===== config.mk =====
export PLATFORM = sky130hd
export DESIGN_NAME = asa_queue
export DESIGN_NICKNAME = d
export VERILOG_FILES = /design/src/hw/rtl/asa_queue.sv
export SDC_FILE = /design/constraint.sdc
export NUM_CORES = 1
export LEC_CHECK = 0
export ABC_AREA = 1
export BUFFER_PORTS_ARGS = -buffer_cell sky130_fd_sc_hd__buf_2
export CORE_MARGIN = 2
export CORE_UTILIZATION = 56
export DETAILED_ROUTE_END_ITERATION = 7
export PLACE_DENSITY_LB_ADDON = 0.25
export SYNTH_ARGS = -nofsm -noshare
export SYNTH_HDL_FRONTEND = slang
export SYNTH_SLANG_ARGS = --single-unit
export TNS_END_PERCENT = 10

===== constraint.sdc =====
create_clock -name clk -period 1.9 [get_ports clk]
set_input_delay 0.19 -clock clk [delete_from_list [all_inputs] [get_ports clk]]
set_output_delay 0.19 -clock clk [all_outputs]
set_load 0.02 [all_outputs]

===== src/hw/rtl/asa_queue.sv =====
// Small FIFO that decouples the front end from the back end.
`default_nettype none

module asa_queue #(
    parameter int WIDTH = 8,
    parameter int DEPTH = 4,
    localparam int PW = (DEPTH > 1) ? $clog2(DEPTH) : 1,
    localparam int CW = $clog2(DEPTH + 1)
) (
    input  wire logic             clk,
    input  wire logic             rst_n,
    input  wire logic             push_valid,
    output logic                  push_ready,
    input  wire logic [WIDTH-1:0] push_data,
    output logic                  pop_valid,
    input  wire logic             pop_ready,
    output logic      [WIDTH-1:0] pop_data
);
    localparam logic [PW-1:0] LAST = PW'(DEPTH - 1);
    localparam logic [CW-1:0] FULL = CW'(DEPTH);

    logic [WIDTH-1:0] slot_reg [DEPTH];
    logic [PW-1:0]    wr_ptr_reg, wr_ptr_next;
    logic [PW-1:0]    rd_ptr_reg, rd_ptr_next;
    logic [CW-1:0]    count_reg,  count_next;
    logic             do_push;
    logic             do_pop;

    assign push_ready = count_reg != FULL;
    assign pop_valid  = count_reg != '0;
    assign pop_data   = slot_reg[rd_ptr_reg];
    assign do_push    = push_valid && push_ready;
    assign do_pop     = pop_valid && pop_ready;

    // Advance pointers and occupancy
    always_comb
    begin
        wr_ptr_next = wr_ptr_reg;
        rd_ptr_next = rd_ptr_reg;
        count_next  = count_reg;
        if (do_push)
            wr_ptr_next = (wr_ptr_reg == LAST) ? '0 : wr_ptr_reg + PW'(1);
        if (do_pop)
            rd_ptr_next = (rd_ptr_reg == LAST) ? '0 : rd_ptr_reg + PW'(1);
        if (do_push && !do_pop)
            count_next = count_reg + CW'(1);
        else if (do_pop && !do_push)
            count_next = count_reg - CW'(1);
    end

    always_ff @(posedge clk or negedge rst_n)
    begin
        if (!rst_n)
        begin
            wr_ptr_reg <= '0;
            rd_ptr_reg <= '0;
            count_reg  <= '0;
        end
        else
        begin
            wr_ptr_reg <= wr_ptr_next;
            rd_ptr_reg <= rd_ptr_next;
            count_reg  <= count_next;
        end
    end

    // Store the pushed entry
    always_ff @(posedge clk)
    begin
        if (do_push)
            slot_reg[wr_ptr_reg] <= push_data;
    end

endmodule

`default_nettype wire


; Yosys cells after proc, flatten, opt, wreduce, memory -nomap -nowiden
; Memories as Yosys holds them, arrays and structs flattened.
; Cells that the tools add are included.
[word_totals]
reg_bits = 7
latchBits = 0
ram_bits = 32
rom_bits = 0
input_bits = 12
out_inout_bits = 10
wordCells = 25
memories = 1
[memory_table]
columns = memory, depth, width, read_ports, rd_ports_with_merged_regs, wr, line
row1 = slot_reg, 4, 8, 1, 0, 1, 22  ; logic [WIDTH-1:0] slot_reg [DEPTH];
[classes]
n_addsub = 4
mul = 0
div_mod_pow = 0
order_cmp = 0
n_eq_ne = 3
shift = 0
n_mux = 6
bitwise = 0
n_reduce_logical = 8
[op_table]
columns = op, n
row1 = $mux W3, 2
row2 = $add A2 B1 Y2 const B, 2
row3 = $eq A2 B2 Y1 const B, 2
row4 = $logic_and A1 B1 Y1, 4
row5 = $mux W2, 2
row6 = $add A3 B1 Y3 const B, 1
row7 = $ne A3 B3 Y1 const B, 1
row8 = $reduce_bool A3 Y1, 1
row9 = $sub A3 B1 Y3 const B, 1
row10 = $logic_not A1 Y1, 2
row11 = $mux W1, 2
row12 = $reduce_bool A2 Y1, 1

; Logic depth before layout (Yosys ltp)
[logic_depth]
depth_word = 6
mapped_depth = 12
depth_no_buf = 12

; Worst setup path before layout
; OpenSTA, ideal clock, no wires.
[synth_timing]
kind = reg-to-reg
start = register count_reg[1]
end = register count_reg[2]
setup_ps = 117
arrival_ps = 1710
required_ps = 1783
path_slack_ps = 73
path_stages_with_launch = 11
period_less_slack_ps = 1827
cell_sequence = dfrtp_1 -> inv_1 -> nand3_1 -> nand2_2 -> ha_1 -> inv_1 -> fa_1 -> nand2_1 -> nand3_1 -> nand2_1 -> nand2_1
[synth_via]
elab_chain_cells = 5
elab_cells_between_ends = 13
[synth_rtl]
columns = item, line
row1 = from (decl), 25  ; logic [CW-1:0] count_reg, count_next;
row2 = from (signal assigned), 63  ; count_reg <= count_next;
row3 = $reduce_bool A3 Y1 (*), 30  ; assign pop_valid = count_reg != '0;
row4 = named net pop_valid, 15  ; output logic pop_valid,
row5 = $logic_and A1 B1 Y1 (*), 33  ; assign do_pop = pop_valid && pop_ready;
row6 = $logic_not A1 Y1, 45  ; if (do_push && !do_pop)
row7 = $logic_and A1 B1 Y1, 45
row8 = $mux W3 or $reduce_bool A2 Y1 (tied branches), -
; Mark *: on every way through the listed nets, which the timed path passes. The rest lies on a longest branch. The select of a mux whose other input is x is not followed.
; A chain may end at the register's enable or synchronous reset.

; Worst setup path in the final report
[layout_timing]
start = register count_reg[2]
end = register count_reg[2]
[layout_via]
elab_chain_cells = 5
elab_cells_between_ends = 13
[layout_rtl]
columns = item
row1 = branches (longest 5 deep; another with $sub A3 B1 Y3)
; Several ways; the timed one is not identified. The select of a mux whose other input is x is not followed.

==> impl.org <==
** Route
- Drt first pass iters :: 4
- The detail route stage leaves a number of antenna-violating nets equal to 0.
- Final Routed Wirelength :: 2.92 mm
- Dividing the detail-routed wire length by the instance count gives 12.7 µm.
- Using the TritonRoute via totals, the vias-per-cell ratio works out to 5.00.
- In this run, the number of DRC markers left after iteration 0 of detailed routing was 45.
- The final route contains 1151 vias.
- DRC violation count after routing :: 0

** Clock tree
- CTS placed an instance of sky130_fd_sc_hd__clkbuf_4 at the clock tree root.
- Clock sinks :: 39
- Worst skew pair latency :: 0.35 ns
- Clock-pin slew was measured on the worst setup and hold paths at 0.11 ns.
- The H-tree was split into 2 levels.
- TritonCTS clock tree :: built
- Inserted Clock Buffers :: 5
- Max Buffers Root-to-Sink :: 2

** GRT
- met2 is the most crowded layer.
- The number of global-route vias before repair was 1102.
- For met2 alone, demand over resource in global routing was 31.1%.
- Across every metal layer, demand over resource in global routing totals 19.4%.
- First-pass GRT wire length :: 4.81 mm
- Global-route track usage on met3 :: 4.55%
- Global routing finished with a remaining overflow of 0.
- Global routing consumed, on the met1 layer, 23.6% of the routing resources.
- Initial antenna violation count :: 0
- Entering global routing, the biggest net connects 24 pins.

** Layout
- Fraction of layout instances using a drive strength above 1 :: 24.7%
- The filler cells instantiated in the layout total 228.
- In the final design database the tool counted 204 nets.
- The repair_antennas step left the layout with diodes totalling 0.
- Final instance count without filler cells :: 230
- Area of all placed cells without fillers :: 2040 µm²
- Layout overhead on the synthesized area :: 16.0%
- Utilization after layout :: 67.2%
- The register with the most flip-flops in the layout has 32 of them.

** Synth
- Sorting the synthesized cells by how often they occur yields 37 x sky130_fd_sc_hd__nand2_1, 32 x sky130_fd_sc_hd__edfxtp_1, 29 x sky130_fd_sc_hd__inv_1, 16 x sky130_fd_sc_hd__o211ai_1, 7 x sky130_fd_sc_hd__dfrtp_1.
- Ranked by total cell area, the synthesized netlist is headed by sky130_fd_sc_hd__edfxtp_1 55%, sky130_fd_sc_hd__dfrtp_1 10%, sky130_fd_sc_hd__nand2_1 7.9%, sky130_fd_sc_hd__o211ai_1 6.8%, sky130_fd_sc_hd__inv_1 6.2%.
- Post-Synthesis Net Count :: 171
- Post-synth EDFFs :: 32
- Each instance of the synthesized netlist takes up on average 11.5 µm².
- Cell type contributing the most total cell area after synthesis :: sky130_fd_sc_hd__edfxtp_1
- Sequential element share of the synthesized area :: 64.8%
- Number of synthesized register bits :: 39
- Async set or reset register ratio after synthesis :: 17.9%
- Post-Syn Instances :: 152
- In the synthesized netlist the dominant register cell turns out to be sky130_fd_sc_hd__edfxtp_1.
- In this run the cell area of the synthesized design comes to 1750 µm².
- Number of different library cells in the post-synthesis netlist :: 16
- YS warnings :: 0
- The share of synthesized area in the top cell type comes to 54.8%.
- Most instantiated library cell after synthesis :: sky130_fd_sc_hd__nand2_1

** Floorplanning
- Core region area :: 3030 µm²
- Number of standard-cell rows in the floorplan :: 20
- The die covers 3600 µm².
- The die is 60.0 µm wide.
- Y dimension of the die :: 60.0 µm
- I/O pin count :: 22
- Initial core utilization :: 57.9%

** Placement
- Number of placed instances, taps included :: 219
- Worst setup slack before clock tree synthesis :: 0.0501 ns
- Count of buffers inserted at the top-level ports :: 21
- Weighted congestion reported at the end of routability-driven placement :: 0.786
- The placed instances occupy a cell area of 1910 µm².
- Once detailed placement completed, the half-perimeter wirelength came to 1.97 mm.

** Worst setup path
- Kind of start point of the critical path :: flop
- Depth of the worst register-to-register path :: 10
- Critical path data arrival time :: 2.06 ns
- Capturing point of the worst reg2reg path :: count_reg[2]
- Of all nets on the critical path, the largest fanout is 3.
- The critical path is of the reg -> reg type.
- Type of destination of the critical path :: flop
- Startpoint of the lowest-slack register-to-register path :: count_reg[2]
- Required time of the critical path :: 2.16 ns
- In this run the register-to-register setup slack is 0.1 ns.
- The most critical setup path has its startpoint at count_reg[2].

** Timing
- Final hold violation count :: 0
- The clock period could shrink to 1.80 ns.
- Smallest setup slack after layout :: 0.0970 ns
- Worst Skew :: 0.00783 ns
- Final clock period utilization by the worst path :: 94.9%
- Setup violations remaining at the end of the flow were counted as 0.
- Final number of max-transition violations :: 0
- Least-Margin Pin Slew :: 0.295 ns
- Slew headroom :: 80.3%
- Derived from the worst setup path, the maximum achievable clock frequency is 0.555 GHz.
- Hold timing on the final database bottoms out at a slack of 0.0504 ns.

** Power
- Across the VDD grid, the largest voltage drop is 0.912 mV.
- Static leakage :: 0.000902 µW
- Power density cells :: 1550 nW/µm²

** Min path
- Counting instances, the worst hold path has a depth of 1.
- Hold_sp :: push_data[7]
- The worst hold path terminates at slot_reg[3][7].
- Worst min path class :: in -> reg

** Outcome
- The run finished with clean final reports.

** Run
- Max-cap violations in this run came to 0.
critical path, cell delays in order, from the launching register on:
cell and delay, ns:
sky130_fd_sc_hd__dfrtp_2 0.46, sky130_fd_sc_hd__inv_1 0.11, sky130_fd_sc_hd__nand3_2 0.11, sky130_fd_sc_hd__nand2_2 0.10, sky130_fd_sc_hd__ha_1 0.19, sky130_fd_sc_hd__inv_2 0.06
sky130_fd_sc_hd__fa_1 0.39, sky130_fd_sc_hd__nand2_1 0.10, sky130_fd_sc_hd__nand3_1 0.08, sky130_fd_sc_hd__nand2_1 0.06, sky130_fd_sc_hd__nand2_1 0.04
repair_timing:
item	in CTS	in global routing
setup buffers	0	2
setup endpoints to repair	0	2
gates resized for setup	0	6
endpoints found under the hold margin	7	0
hold buffers	1	0
cell type report:
cell class / instances / area (µm²) / area share, %
Sequential cell: 39 / 1140 / 55.9
Clock inverter: 3 / 43.8 / 2.15
Inverter: 30 / 113 / 5.53
Multi-Input combinational cell: 78 / 467 / 22.9
Timing Repair Buffer: 31 / 183 / 8.97
Tap cell: 44 / 55.1 / 2.70
Clock buffer: 5 / 37.5 / 1.84
kinds of logic (layout without fill, tap and decap cells):
kind of cell | after synthesis | after routing | synth area share [%]
AOI/OAI and AO/OA | 17 | 17 | 7.13
xor gates and xnor gates | 1 | 1 | 0.499
adders and majority gates | 7 | 7 | 5.42
buffers and inverters | 35 | 69 | 9.63
DFF | 39 | 39 | 64.8
and+or+nand+nor | 53 | 53 | 12.6
how the worst max path moves through the flow:
| stage | end | slack [ns] | cells past startpoint |
|---|---|---|---|
| after floorplan | count_reg[2] | 0.07 | 10 |
| after global placement | count_reg[1] | 0.18 | 9 |
| after detailed placement | count_reg[2] | 0.05 | 10 |
| after CTS | count_reg[2] | 0.04 | 10 |
| after global routing | count_reg[2] | -0.004 | 10 |
| final | count_reg[2] | 0.1 | 10 |
metrics by stage:
step | TNS, ns | total power [µW]
floorplan | 0 | 2230
global placement | 0 | 2510
detailed placement | 0 | 2560
CTS | 0 | 3120
global route | -0.00411 | 3410
finish | 0 | 3160
power breakdown:
| part | internal (µW) | switching (µW) |
|---|---|---|
| clock | 277 | 270 |
| combinational | 499 | 859 |
| sequential | 1150 | 103 |
| total | 1920 | 1230 |
metal layers:
| layer | wire length, µm | vias to the layer above |
|---|---|---|
| li1 | - | 571 |
| met1 | 1250 | 554 |
| met2 | 1500 | 18 |
| met3 | 83 | 8 |
| met4 | 80 | 0 |
| met5 | 0 | - |
placed cells by master, fill, tap and decap left out:
cell type,n
sky130_fd_sc_hd__buf_2,21
sky130_fd_sc_hd__buf_4,9
sky130_fd_sc_hd__bufinv_16,1
sky130_fd_sc_hd__clkbuf_4,5
sky130_fd_sc_hd__clkinv_2,1
sky130_fd_sc_hd__clkinv_4,1
sky130_fd_sc_hd__dfrtp_1,6
sky130_fd_sc_hd__dfrtp_2,1
sky130_fd_sc_hd__dlygate4sd3_1,1
sky130_fd_sc_hd__edfxtp_1,32
sky130_fd_sc_hd__fa_1,1
sky130_fd_sc_hd__ha_1,6
sky130_fd_sc_hd__inv_1,27
sky130_fd_sc_hd__inv_2,3
sky130_fd_sc_hd__nand2_1,37
sky130_fd_sc_hd__nand2_2,1
sky130_fd_sc_hd__nand2_4,1
sky130_fd_sc_hd__nand3_1,5
sky130_fd_sc_hd__nand3_2,1
sky130_fd_sc_hd__nand3_4,1
sky130_fd_sc_hd__nand4_1,1
sky130_fd_sc_hd__nor2_1,6
sky130_fd_sc_hd__o211ai_1,16
sky130_fd_sc_hd__o21ai_0,1
sky130_fd_sc_hd__xnor2_1,1
(Power assumes the default switching activity.)
