<file path="src/hw/rtl/asa_pkg.sv">
// Shared types, codes and helpers for the alignment statistics accumulator.
`default_nettype none

package asa_pkg;

    // Default histogram depths
    localparam int HIT_BINS_DEF  = 256;
    localparam int MISM_BINS_DEF = 64;

    // Entries in the front-to-back command queue
    localparam int QUEUE_DEPTH = 4;

    typedef enum logic [1:0] {
        ACT_RECORD      = 2'd0,
        ACT_READ_HIT    = 2'd1,
        ACT_READ_MISM   = 2'd2,
        ACT_READ_TOTALS = 2'd3
    } asa_action_t;

    // Running totals, snapshotted by the front for read actions
    typedef struct packed {
        logic        [31:0] starts;
        logic signed [31:0] balance;
        logic        [15:0] length;
    } asa_totals_t;

    // Classified command handed from the front to the back
    typedef struct packed {
        asa_action_t action;
        logic        mapped;
        logic        bin_zero;
        asa_totals_t totals;
    } asa_cmd_t;

    // Saturating increment of an unsigned 32-bit counter
    function automatic logic [31:0] sat_inc(input logic [31:0] v);
        sat_inc = (v == 32'hFFFF_FFFF) ? v : v + 32'd1;
    endfunction

endpackage

`default_nettype wire

</file>
<file path="src/hw/rtl/asa_if.sv">
// Valid/ready channel interfaces for alignment records and read results.
`default_nettype none

interface asa_item_if;
    logic               valid;
    logic               ready;
    logic        [1:0]  action;
    logic               unmapped;
    logic               reverse_strand;
    logic signed [15:0] ref_id;
    logic        [30:0] position;
    logic        [15:0] hit_count;
    logic        [15:0] mismatch_count;
    logic        [15:0] read_len;
    logic        [7:0]  bin_index;

    modport source (
        output valid, action, unmapped, reverse_strand, ref_id, position,
               hit_count, mismatch_count, read_len, bin_index,
        input  ready
    );
    modport sink (
        input  valid, action, unmapped, reverse_strand, ref_id, position,
               hit_count, mismatch_count, read_len, bin_index,
        output ready
    );
endinterface


`default_nettype wire

</file>
<file path="src/hw/rtl/asa_front.sv">
// Front end: accepts records, classifies bins and keeps the scalar totals.
`default_nettype none

module asa_front #(
    parameter int HIT_BINS      = 256,
    parameter int MISMATCH_BINS = 64,
    localparam int HAW = $clog2(HIT_BINS),
    localparam int MAW = $clog2(MISMATCH_BINS)
) (
    input  wire logic            clk,
    input  wire logic            rst_n,
    asa_item_if.sink             item,
    input  wire logic            clearing,
    output logic                 push_valid,
    input  wire logic            push_ready,
    output asa_pkg::asa_cmd_t    push_cmd,
    output logic [HAW-1:0]       push_hit_addr,
    output logic [MAW-1:0]       push_mism_addr
);
    import asa_pkg::*;

    localparam logic [16:0] HIT_TOP  = 17'(HIT_BINS - 1);
    localparam logic [16:0] MISM_TOP = 17'(MISMATCH_BINS - 1);
    localparam logic [12:0] HIT_N    = 13'(HIT_BINS);
    localparam logic [12:0] MISM_N   = 13'(MISMATCH_BINS);

    logic        [31:0] starts_reg,   starts_next;
    logic signed [31:0] balance_reg,  balance_next;
    logic        [15:0] length_reg,   length_next;
    logic        [15:0] prev_ref_reg, prev_ref_next;
    logic        [31:0] prev_fwd_reg, prev_fwd_next;
    logic        [31:0] prev_rev_reg, prev_rev_next;

    asa_action_t        act;
    logic               accept;
    logic        [15:0] hits_eff;
    logic [HAW-1:0]     rec_hit_addr;
    logic [MAW-1:0]     rec_mism_addr;
    logic               idx_hit_oob;
    logic               idx_mism_oob;
    logic        [31:0] start_pos;
    logic               ref_changed;
    logic        [31:0] fwd_cur;
    logic        [31:0] rev_cur;

    assign act        = asa_action_t'(item.action);
    assign item.ready = push_ready && !clearing;
    assign push_valid = item.valid && !clearing;
    assign accept     = item.valid && item.ready;

    // Clip record bins to the top bin, map zero hits to bin 1, flag read indices out of range
    always_comb
    begin
        hits_eff = (item.hit_count == 16'd0) ? 16'd1 : item.hit_count;
        if ({1'b0, hits_eff} > HIT_TOP)
            rec_hit_addr = HIT_TOP[HAW-1:0];
        else
            rec_hit_addr = HAW'(hits_eff);
        if ({1'b0, item.mismatch_count} > MISM_TOP)
            rec_mism_addr = MISM_TOP[MAW-1:0];
        else
            rec_mism_addr = MAW'(item.mismatch_count);
        idx_hit_oob  = {5'b0, item.bin_index} >= HIT_N;
        idx_mism_oob = {5'b0, item.bin_index} >= MISM_N;
    end

    // Build the command for the back end
    always_comb
    begin
        push_cmd.action         = act;
        push_cmd.mapped         = !item.unmapped;
        push_cmd.totals.starts  = starts_reg;
        push_cmd.totals.balance = balance_reg;
        push_cmd.totals.length  = length_reg;
        unique case (act)
            ACT_RECORD:
            begin
                push_hit_addr     = item.unmapped ? '0 : rec_hit_addr;
                push_mism_addr    = rec_mism_addr;
                push_cmd.bin_zero = 1'b0;
            end
            ACT_READ_HIT:
            begin
                push_hit_addr     = HAW'(item.bin_index);
                push_mism_addr    = MAW'(item.bin_index);
                push_cmd.bin_zero = idx_hit_oob;
            end
            ACT_READ_MISM:
            begin
                push_hit_addr     = HAW'(item.bin_index);
                push_mism_addr    = MAW'(item.bin_index);
                push_cmd.bin_zero = idx_mism_oob;
            end
            ACT_READ_TOTALS:
            begin
                push_hit_addr     = HAW'(item.bin_index);
                push_mism_addr    = MAW'(item.bin_index);
                push_cmd.bin_zero = 1'b1;
            end
        endcase
    end

    // Update captured length on each record, and starts and balance on each mapped record
    always_comb
    begin
        start_pos     = {1'b0, item.position} + 32'd1;
        ref_changed   = item.ref_id != prev_ref_reg;
        fwd_cur       = ref_changed ? 32'd0 : prev_fwd_reg;
        rev_cur       = ref_changed ? 32'd0 : prev_rev_reg;
        starts_next   = starts_reg;
        balance_next  = balance_reg;
        length_next   = length_reg;
        prev_ref_next = prev_ref_reg;
        prev_fwd_next = prev_fwd_reg;
        prev_rev_next = prev_rev_reg;
        if (accept && act == ACT_RECORD)
        begin
            if (length_reg == 16'd0)
                length_next = item.read_len;
            if (!item.unmapped)
            begin
                prev_ref_next = item.ref_id;
                prev_fwd_next = fwd_cur;
                prev_rev_next = rev_cur;
                if (item.reverse_strand)
                begin
                    if (start_pos > rev_cur)
                        starts_next = sat_inc(starts_reg);
                    prev_rev_next = start_pos;
                    if (balance_reg != 32'sh8000_0000)
                        balance_next = balance_reg - 32'sd1;
                end
                else
                begin
                    if (start_pos > fwd_cur)
                        starts_next = sat_inc(starts_reg);
                    prev_fwd_next = start_pos;
                    if (balance_reg != 32'sh7FFF_FFFF)
                        balance_next = balance_reg + 32'sd1;
                end
            end
        end
    end

    always_ff @(posedge clk or negedge rst_n)
    begin
        if (!rst_n)
        begin
            starts_reg   <= '0;
            balance_reg  <= '0;
            length_reg   <= '0;
            prev_ref_reg <= 16'hFFFF;
            prev_fwd_reg <= '0;
            prev_rev_reg <= '0;
        end
        else
        begin
            starts_reg   <= starts_next;
            balance_reg  <= balance_next;
            length_reg   <= length_next;
            prev_ref_reg <= prev_ref_next;
            prev_fwd_reg <= prev_fwd_next;
            prev_rev_reg <= prev_rev_next;
        end
    end

endmodule

`default_nettype wire

</file>
<file path="src/flat_wrapper.sv">
// flat-port wrapper written by rule: the top's interface ports become plain ports
module asa_front_flat import asa_pkg::*;
#(
    parameter int HIT_BINS      = 256,
    parameter int MISMATCH_BINS = 64,
    localparam int HAW = $clog2(HIT_BINS),
    localparam int MAW = $clog2(MISMATCH_BINS)
)
  (clk, rst_n, clearing, push_valid, push_ready, push_cmd, push_hit_addr, push_mism_addr, item_valid, item_action, item_unmapped, item_reverse_strand, item_ref_id, item_position, item_hit_count, item_mismatch_count, item_read_len, item_bin_index, item_ready);
  asa_item_if item_i ();
  input  wire logic clk;
  input  wire logic rst_n;
  input  wire logic clearing;
  output logic push_valid;
  input  wire logic push_ready;
  output asa_pkg::asa_cmd_t push_cmd;
  output logic [HAW-1:0] push_hit_addr;
  output logic [MAW-1:0] push_mism_addr;
  input wire logic [$bits(item_i.valid)-1:0] item_valid;
  input wire logic [$bits(item_i.action)-1:0] item_action;
  input wire logic [$bits(item_i.unmapped)-1:0] item_unmapped;
  input wire logic [$bits(item_i.reverse_strand)-1:0] item_reverse_strand;
  input wire logic [$bits(item_i.ref_id)-1:0] item_ref_id;
  input wire logic [$bits(item_i.position)-1:0] item_position;
  input wire logic [$bits(item_i.hit_count)-1:0] item_hit_count;
  input wire logic [$bits(item_i.mismatch_count)-1:0] item_mismatch_count;
  input wire logic [$bits(item_i.read_len)-1:0] item_read_len;
  input wire logic [$bits(item_i.bin_index)-1:0] item_bin_index;
  output wire logic [$bits(item_i.ready)-1:0] item_ready;
  assign item_i.valid = item_valid;
  assign item_i.action = item_action;
  assign item_i.unmapped = item_unmapped;
  assign item_i.reverse_strand = item_reverse_strand;
  assign item_i.ref_id = item_ref_id;
  assign item_i.position = item_position;
  assign item_i.hit_count = item_hit_count;
  assign item_i.mismatch_count = item_mismatch_count;
  assign item_i.read_len = item_read_len;
  assign item_i.bin_index = item_bin_index;
  assign item_ready = item_i.ready;
  asa_front #(.HIT_BINS(HIT_BINS), .MISMATCH_BINS(MISMATCH_BINS)) u_core (.clk(clk), .rst_n(rst_n), .item(item_i), .clearing(clearing), .push_valid(push_valid), .push_ready(push_ready), .push_cmd(push_cmd), .push_hit_addr(push_hit_addr), .push_mism_addr(push_mism_addr));
endmodule
</file>
<file path="config.mk">
export PLATFORM = sky130hd
export DESIGN_NAME = asa_front_flat
export DESIGN_NICKNAME = d
export VERILOG_FILES = /design/src/hw/rtl/asa_pkg.sv /design/src/hw/rtl/asa_if.sv /design/src/hw/rtl/asa_front.sv /design/src/flat_wrapper.sv
export SDC_FILE = /design/constraint.sdc
export NUM_CORES = 1
export LEC_CHECK = 0
export ABC_AREA = 1
export BUFFER_PORTS_ARGS = -buffer_cell sky130_fd_sc_hd__buf_4
export CAP_MARGIN = 15
export CORE_MARGIN = 1
export CORE_UTILIZATION = 53
export CTS_CLUSTER_DIAMETER = 60
export CTS_CLUSTER_SIZE = 14
export DETAILED_ROUTE_END_ITERATION = 7
export PLACE_DENSITY = 0.79
export SYNTH_ARGS = -nofsm -noshare
export SYNTH_HDL_FRONTEND = slang
export SYNTH_SLANG_ARGS = --single-unit
export TNS_END_PERCENT = 50
</file>
<file path="constraint.sdc">
create_clock -name clk -period 2.85 [get_ports clk]
set_input_delay 0.1425 -clock clk [delete_from_list [all_inputs] [get_ports clk]]
set_output_delay 0.1425 -clock clk [all_outputs]
set_load 0.05 [all_outputs]
</file>
---- Yosys cells after proc, flatten, opt, wreduce, memory -nomap -nowiden ----
Cells that the tools add are included.
Widths: inputs -> output; s select.
word-level totals
  bits of input ports ..................... 112
  bits in registers ....................... 160
  output and inout port bits .............. 100
  word-level logic and storage cells ...... 60
cells by class
  eq/ne operators ......................... 9
  muxes and demuxes ....................... 18
  $lt $le $gt $ge ......................... 5
  reduce and logical (&&, ||, !) cells .... 17
  bitwise gates (word level) .............. 1
  add/subtract/negate cells ............... 4
operator list
  cell                   number
  $mux 32                11
  $gt 32x32->1           2
  $ne 32x32->1 const B   2
  $add 31x1->32 const B  1
  $add 32x1->32 const B  1
  $add 32x2->32 const B  1
  $eq 32x32->1 const B   1
  $logic_not 16->1       2
  $sub 32x2->32 const B  1
  $gt 16x6->1 const B    1
  $gt 16x8->1 const B    1
  $mux 16                1
  $mux 8                 2
  $ne 16x16->1           1
  $pmux 8 s2             1
  $pmux 6 s2             1
  $ge 8x7->1 const B     1
  $reduce_and 4->1       2
  $mux 6                 1
  $eq 2x2->1 const B     2
  $logic_and 1x1->1      4
  $ne 2x1->1 const B     2
  $reduce_and 2->1       2
  $reduce_bool 2->1      2
  7 further kinds        8

---- Depth between registers and ports, before layout ----
  depth in word-level cells ............... 6
  mapped depth ............................ 26
  depth with buffers taken out ............ 23

---- Worst setup path before layout ----
No wires, ideal clock.
  path type ............................... reg-to-reg
  from .................................... register u_core.prev_ref_reg[12]
  to ...................................... register u_core.starts_reg[10]
  period minus slack after synthesis ...... 2.963 ns
  buffers on the path ..................... 3
  data required time ...................... 2.783 ns
  library setup time ...................... 0.067 ns
  stages on the path, launching flop included .. 25
  arrival ................................. 2.896 ns
  slack ................................... -0.113 ns
  path through ............................ dfstp_2 > xnor2_1 > o2111ai_1 > nor2_1 > nand2_1 > inv_2 > buf_2 > buf_2 > nand2_1 > ha_1 > nand2_1 > inv_1 > nand2_1 > nand2_1 > nand2_1 > nand2_1 > nand2_1 > nand2_1 > nand2_1 > nand2_1 > nand2_1 > nand2_1 > clkbuf_1 > nand4_1 > nand2_1
on the way
  cells in the longest elaborated chain, start to end .. 5
  elaborated cells between the ends (all ways) .. 8
  classes of those cells .................. order compare (2); eq/ne (2); mux (2); reduce/logical (2)
RTL lines
  item                                                                     line                                RTL
  start, declared                                                          asa_front.sv:30                     logic [15:0] prev_ref_reg, prev_ref_next;
  start signal, assigned                                                   asa_front.sv:161                    prev_ref_reg <= prev_ref_next;
  $ne 16x16->1 (*)                                                         asa_front.sv:107                    ref_changed = item.ref_id != prev_ref_reg;
  $mux 32, on equally long branches                                        asa_front.sv:109, asa_front.sv:108
  $gt 32x32->1, on equally long branches                                   asa_front.sv:127, asa_front.sv:135
  $ne 2x1->1 (no source line) / $reduce_bool 2->1 (equally long branches)  n/a
  $reduce_and 4->1 (no source line) (*)                                    n/a
  end signal, assigned                                                     asa_front.sv:158                    starts_reg <= starts_next;
  end, declared                                                            asa_front.sv:27                     logic [31:0] starts_reg, starts_next;
Mark *: on every way between the ends. The rest lies on a longest branch, timed or not.
A chain may end at the register's enable or synchronous reset.

---- Worst setup path in the final report ----
  from .................................... register u_core.prev_ref_reg[0]
  to ...................................... register u_core.starts_reg[6]
The elaborated chain is that of the path after synthesis.

==> metrics.md <==
| Metric | Value |
|---|---|
| Slew Viols, Final | 0 |
| Layout Utilization | 0.7187 |
| Buf+Inv Stages, Crit Path | 4 |
| Pre-antenna DRT Iters | 7 |
| Cell Area, Synth | 12700 µm² |
| Slowest cell on crit path | dfstp_2 |
| Pwr Density | around 540 nW/µm² |
| Worst-path maximum fanout | 8 |
| CTS Buffer Depth | 2 |
| Sum of net half-perimeters after detailed placement | 28120 µm |
| Req. time, crit path | approximately 3.2 ns |
| CP max stage delay | 0.54 ns |
| Vias in the first global route | 13.24k |
| Tot Pwr | 9.083 mW |
| Post-synth EDFFs | 0 |
| Mean Syn Cell Area | ~6.8 µm² |
| CTS sink count | 160 |
| CP cell instances | xnor2_1 > nand4_1 > nor2_2 > nand2_2 > clkinv_4 > buf_12 > buf_12 > nand2_4 > ha_4 > nand2_2 > nor2_2 > nand2_2 > nor4_4 > nand2_1 > nand2_1 > nand2_2 > nand2_4 > nand3_4 > clkbuf_16 > nand2_2 > nand2_1 |
| Async set-reset flop share out of synthesis | 1.000 |
| Total length of routed wires | 40070 µm |
| H-Tree Depth | 4 |
| CTS tree | done |
| Hold Path Origin | item_position[30] |
| Non-filler instance count after layout | roughly 2.5k |
| Drt via density | 5.553 |
| Synth area leaders | dfrtp_1 28%, nand2_1 19%, ha_1 9.5% |
| Max-cap viol count | 0 |
| Initial antenna violation count | 2 |
| Final Cycle Share | 1.153 |
| Worst Hold Path EP | u_core.prev_rev_reg[30] |
| Row cnt | 56 |
| Sequential cell area | 4024 µm² |
| # setup viols final | 32 |
| Nets@finish | 2417 |
| Die extent in x | 156.8 µm |
| R2R setup slack | -0.44 ns |
| TritonCTS buffer count | 17 |
| Post-synthesis register bit count | 160 |
| Crit end category | flop |
| Critical path's top delay family | simple AND/OR/NAND/NOR gates |
| Reg clk slew, reported paths | 0.07 ns |
| Number of DRC markers in iteration 0 | 1053 |
| DRT antenna net count | 0 |
| Worst Path Arrival | 3.60 ns |
| Worst slew pin tran | 0.8369 ns |
| Min Tclk post-route | 3.286 ns |
| DRC | 0 |
| Share of cells above drive strength 1 | 0.2202 |
| Seq/Total Area, Yosys | 0.3167 |
| Skew final | 0.01541 ns |
| Port bufs | 211 |
| RSZ-0062 raised after global routing | yes |
| Critical path type | flop to flop |
| Die ar. | 24590 µm² |
| Syn Inst Count | 1872 |
| Type of origin of the critical path | flop |
| Multi-input logic area | 8108 µm² |
| First-pass GRT wire length | 62480 µm |
| Skew-Pair Late Insertion Delay | 0.43 ns |
| Synth area leader | dfrtp_1 |
| Initial core utilization | 0.5413 |
| Yosys top cell area share | 0.2836 |
| Fin. Hold Viols | 0 |
| Number of synthesis warnings | 0 |
| Syn_nets | ~2.1k |
| WL per Instance | 15.76 µm |
| Pre-CTS setup slack | -0.4098 ns |
| Placed Cells | 2460 |
| Via count | 14.12k |
| Critical path's most frequent cell | nand2_2 |
| Pin count of the biggest net entering global routing | 84 |
| Most used DFF post-synth | dfrtp_1 |
| Worst hold path type | primary input to flop |
| Core footprint | 23470 µm² |
| Layout area overhead | 32.78% |
| Worst reg2reg path endpoint | u_core.starts_reg[6] |
| Root Driver | clkbuf_16 |
| Max_slew headroom | 0.4421 |
| # IOs | 212 |
| Outcome | complete, but fails checks |
| Hold depth | 5 |
| Violated checks | setup timing |
| Worst vdd ir | 720.3 µV |
| GP Congestion | 1.012 |
| Total congestion overflow | 0 |
| Synth cell types | 45 |
| Worst r2r src | u_core.prev_ref_reg[0] |
| Filler cells | 1908 |
| Lkg Pwr | 8.447 nW |
| F_max | around 300 MHz |
| GRT Util Overall | 0.3166 |
| Die H | 156.8 µm |
| Final WS setup | -0.4360 ns |
| Register-to-Register Path Depth | 21 |
[cell usage after synthesis, types with 2 or more instances]
cell type / n
nand2_1: 654
nor2_1: 168
inv_1: 157
dfrtp_1: 144
o21ai_0: 119
ha_1: 96
a21oi_1: 88
nand3_1: 77
nand4_1: 74
xnor2_1: 39
nor3_1: 36
xor2_1: 35
clkbuf_1: 30
buf_2: 23
nor4_1: 17
dfstp_2: 16
a31oi_1: 13
o211ai_1: 10
inv_2: 9
o21bai_1: 8
o21a_1: 6
nand3b_1: 5
buf_1: 4
nor3b_1: 4
o21ai_1: 4
a21o_1: 3
buf_6: 3
nand2_2: 3
nor2_4: 3
a22oi_1: 2
buf_4: 2
nand3_2: 2
nor2_2: 2
nor3_2: 2
nor3_4: 2
nor4_2: 2
o2111ai_1: 2
[power by group]
part | leakage, nW | internal (mW) | switching [mW]
Clock | 0.270 | 1.20 | 1.05
Sequential | 2.01 | 2.67 | 0.406
Combinational | 6.17 | 1.36 | 2.40
[timing repair]
item                                    in CTS  in global routing
pin swaps                                    0                 24
gates cloned                                 2                  4
gates resized for setup                      5                 83
endpoints found under the setup margin      32                 34
hold buffers                                33                  0
buffers inserted                             0                  9
endpoints found under the hold margin      113                  0
[worst register-to-register path, delay by kind of cell, from the launching register on]
family / cells / cell delay, ns
flip-flops: 1 / 0.54
buffers and inverters: 4 / 0.64
XOR/XNOR: 1 / 0.12
adder cells (fa/ha/maj): 1 / 0.27
AND/OR/NAND/NOR: 15 / 1.61
[layer usage]
| layer | share of wire | global-route usage |
|---|---|---|
| met1 | 0.42 | 0.4069 |
| met2 | 0.48 | 0.5393 |
| met3 | 0.075 | 0.05843 |
| met4 | 0.025 | 0.09150 |
| met5 | 0 | 0 |
[worst max path at each step]
stage                                       start                   end  slack, ns  depth (start not counted)
after floorplan           u_core.prev_ref_reg[12]  u_core.starts_reg[2]       0.02                         25
after global placement    u_core.prev_ref_reg[12]  u_core.starts_reg[6]      -0.32                         22
after detailed placement   u_core.prev_ref_reg[0]  u_core.starts_reg[2]      -0.41                         22
after CTS                  u_core.prev_ref_reg[0]  u_core.starts_reg[2]      -0.32                         18
after global routing      u_core.prev_ref_reg[14]  u_core.starts_reg[6]      -0.58                         19
final                      u_core.prev_ref_reg[0]  u_core.starts_reg[6]      -0.44                         21
[layout by cell type (no fill, tap or decap), drive strengths merged, types with 13 or more instances in the layout]
| master | instances |
|---|---|
| a31oi | 13 |
| a21oi | 88 |
| ha | 96 |
| nand2 | 657 |
| xor2 | 36 |
| clkbuf | 23 |
| nor2 | 173 |
| nor4 | 20 |
| dfrtp | 144 |
| buf | 343 |
| o21ai | 123 |
| nand4 | 74 |
| xnor2 | 39 |
| dlygate4sd3 | 33 |
| dfstp | 16 |
| inv | 170 |
| nor3 | 40 |
| nand3 | 79 |
[metrics by stage]
step	hold slack [ns]	cell area (µm²)	setup TNS, ns
final	0.1888	16870	-12.61
after CTS	0.1728	16340	-9.803
after detailed placement	0.2584	15360	-12.59
after global placement	0.2545	15360	-10.25
after global routing	0.2431	16860	-17.88
after floorplan	-0.1531	12720	0
[kinds of logic (layout without fill, tap and decap cells)]
| family | count (synthesis) | count (layout) | share of synthesized area |
|---|---|---|---|
| buffers and inverters | 228 | 577 | 0.07199 |
| AO/OA/AOI/OAI | 257 | 257 | 0.1094 |
| XOR/XNOR | 75 | 75 | 0.05229 |
| AND/OR/NAND/NOR | 1055 | 1055 | 0.3535 |
| other | 0 | 2 | 0 |
| flip-flops | 160 | 160 | 0.3167 |
| adder cells (fa/ha/maj) | 97 | 97 | 0.09612 |
[final cells by class]
type,count,area share
Inverter,166,0.03723
Sequential cell,160,0.2385
Antenna cell,2,0.0002967
Clock buffer,20,0.02767
Multi-Input combinational cell,1484,0.4806
Clock inverter,12,0.005785
Tap cell,319,0.02366
Timing Repair Buffer,379,0.1862
(Power assumes the default switching activity.)
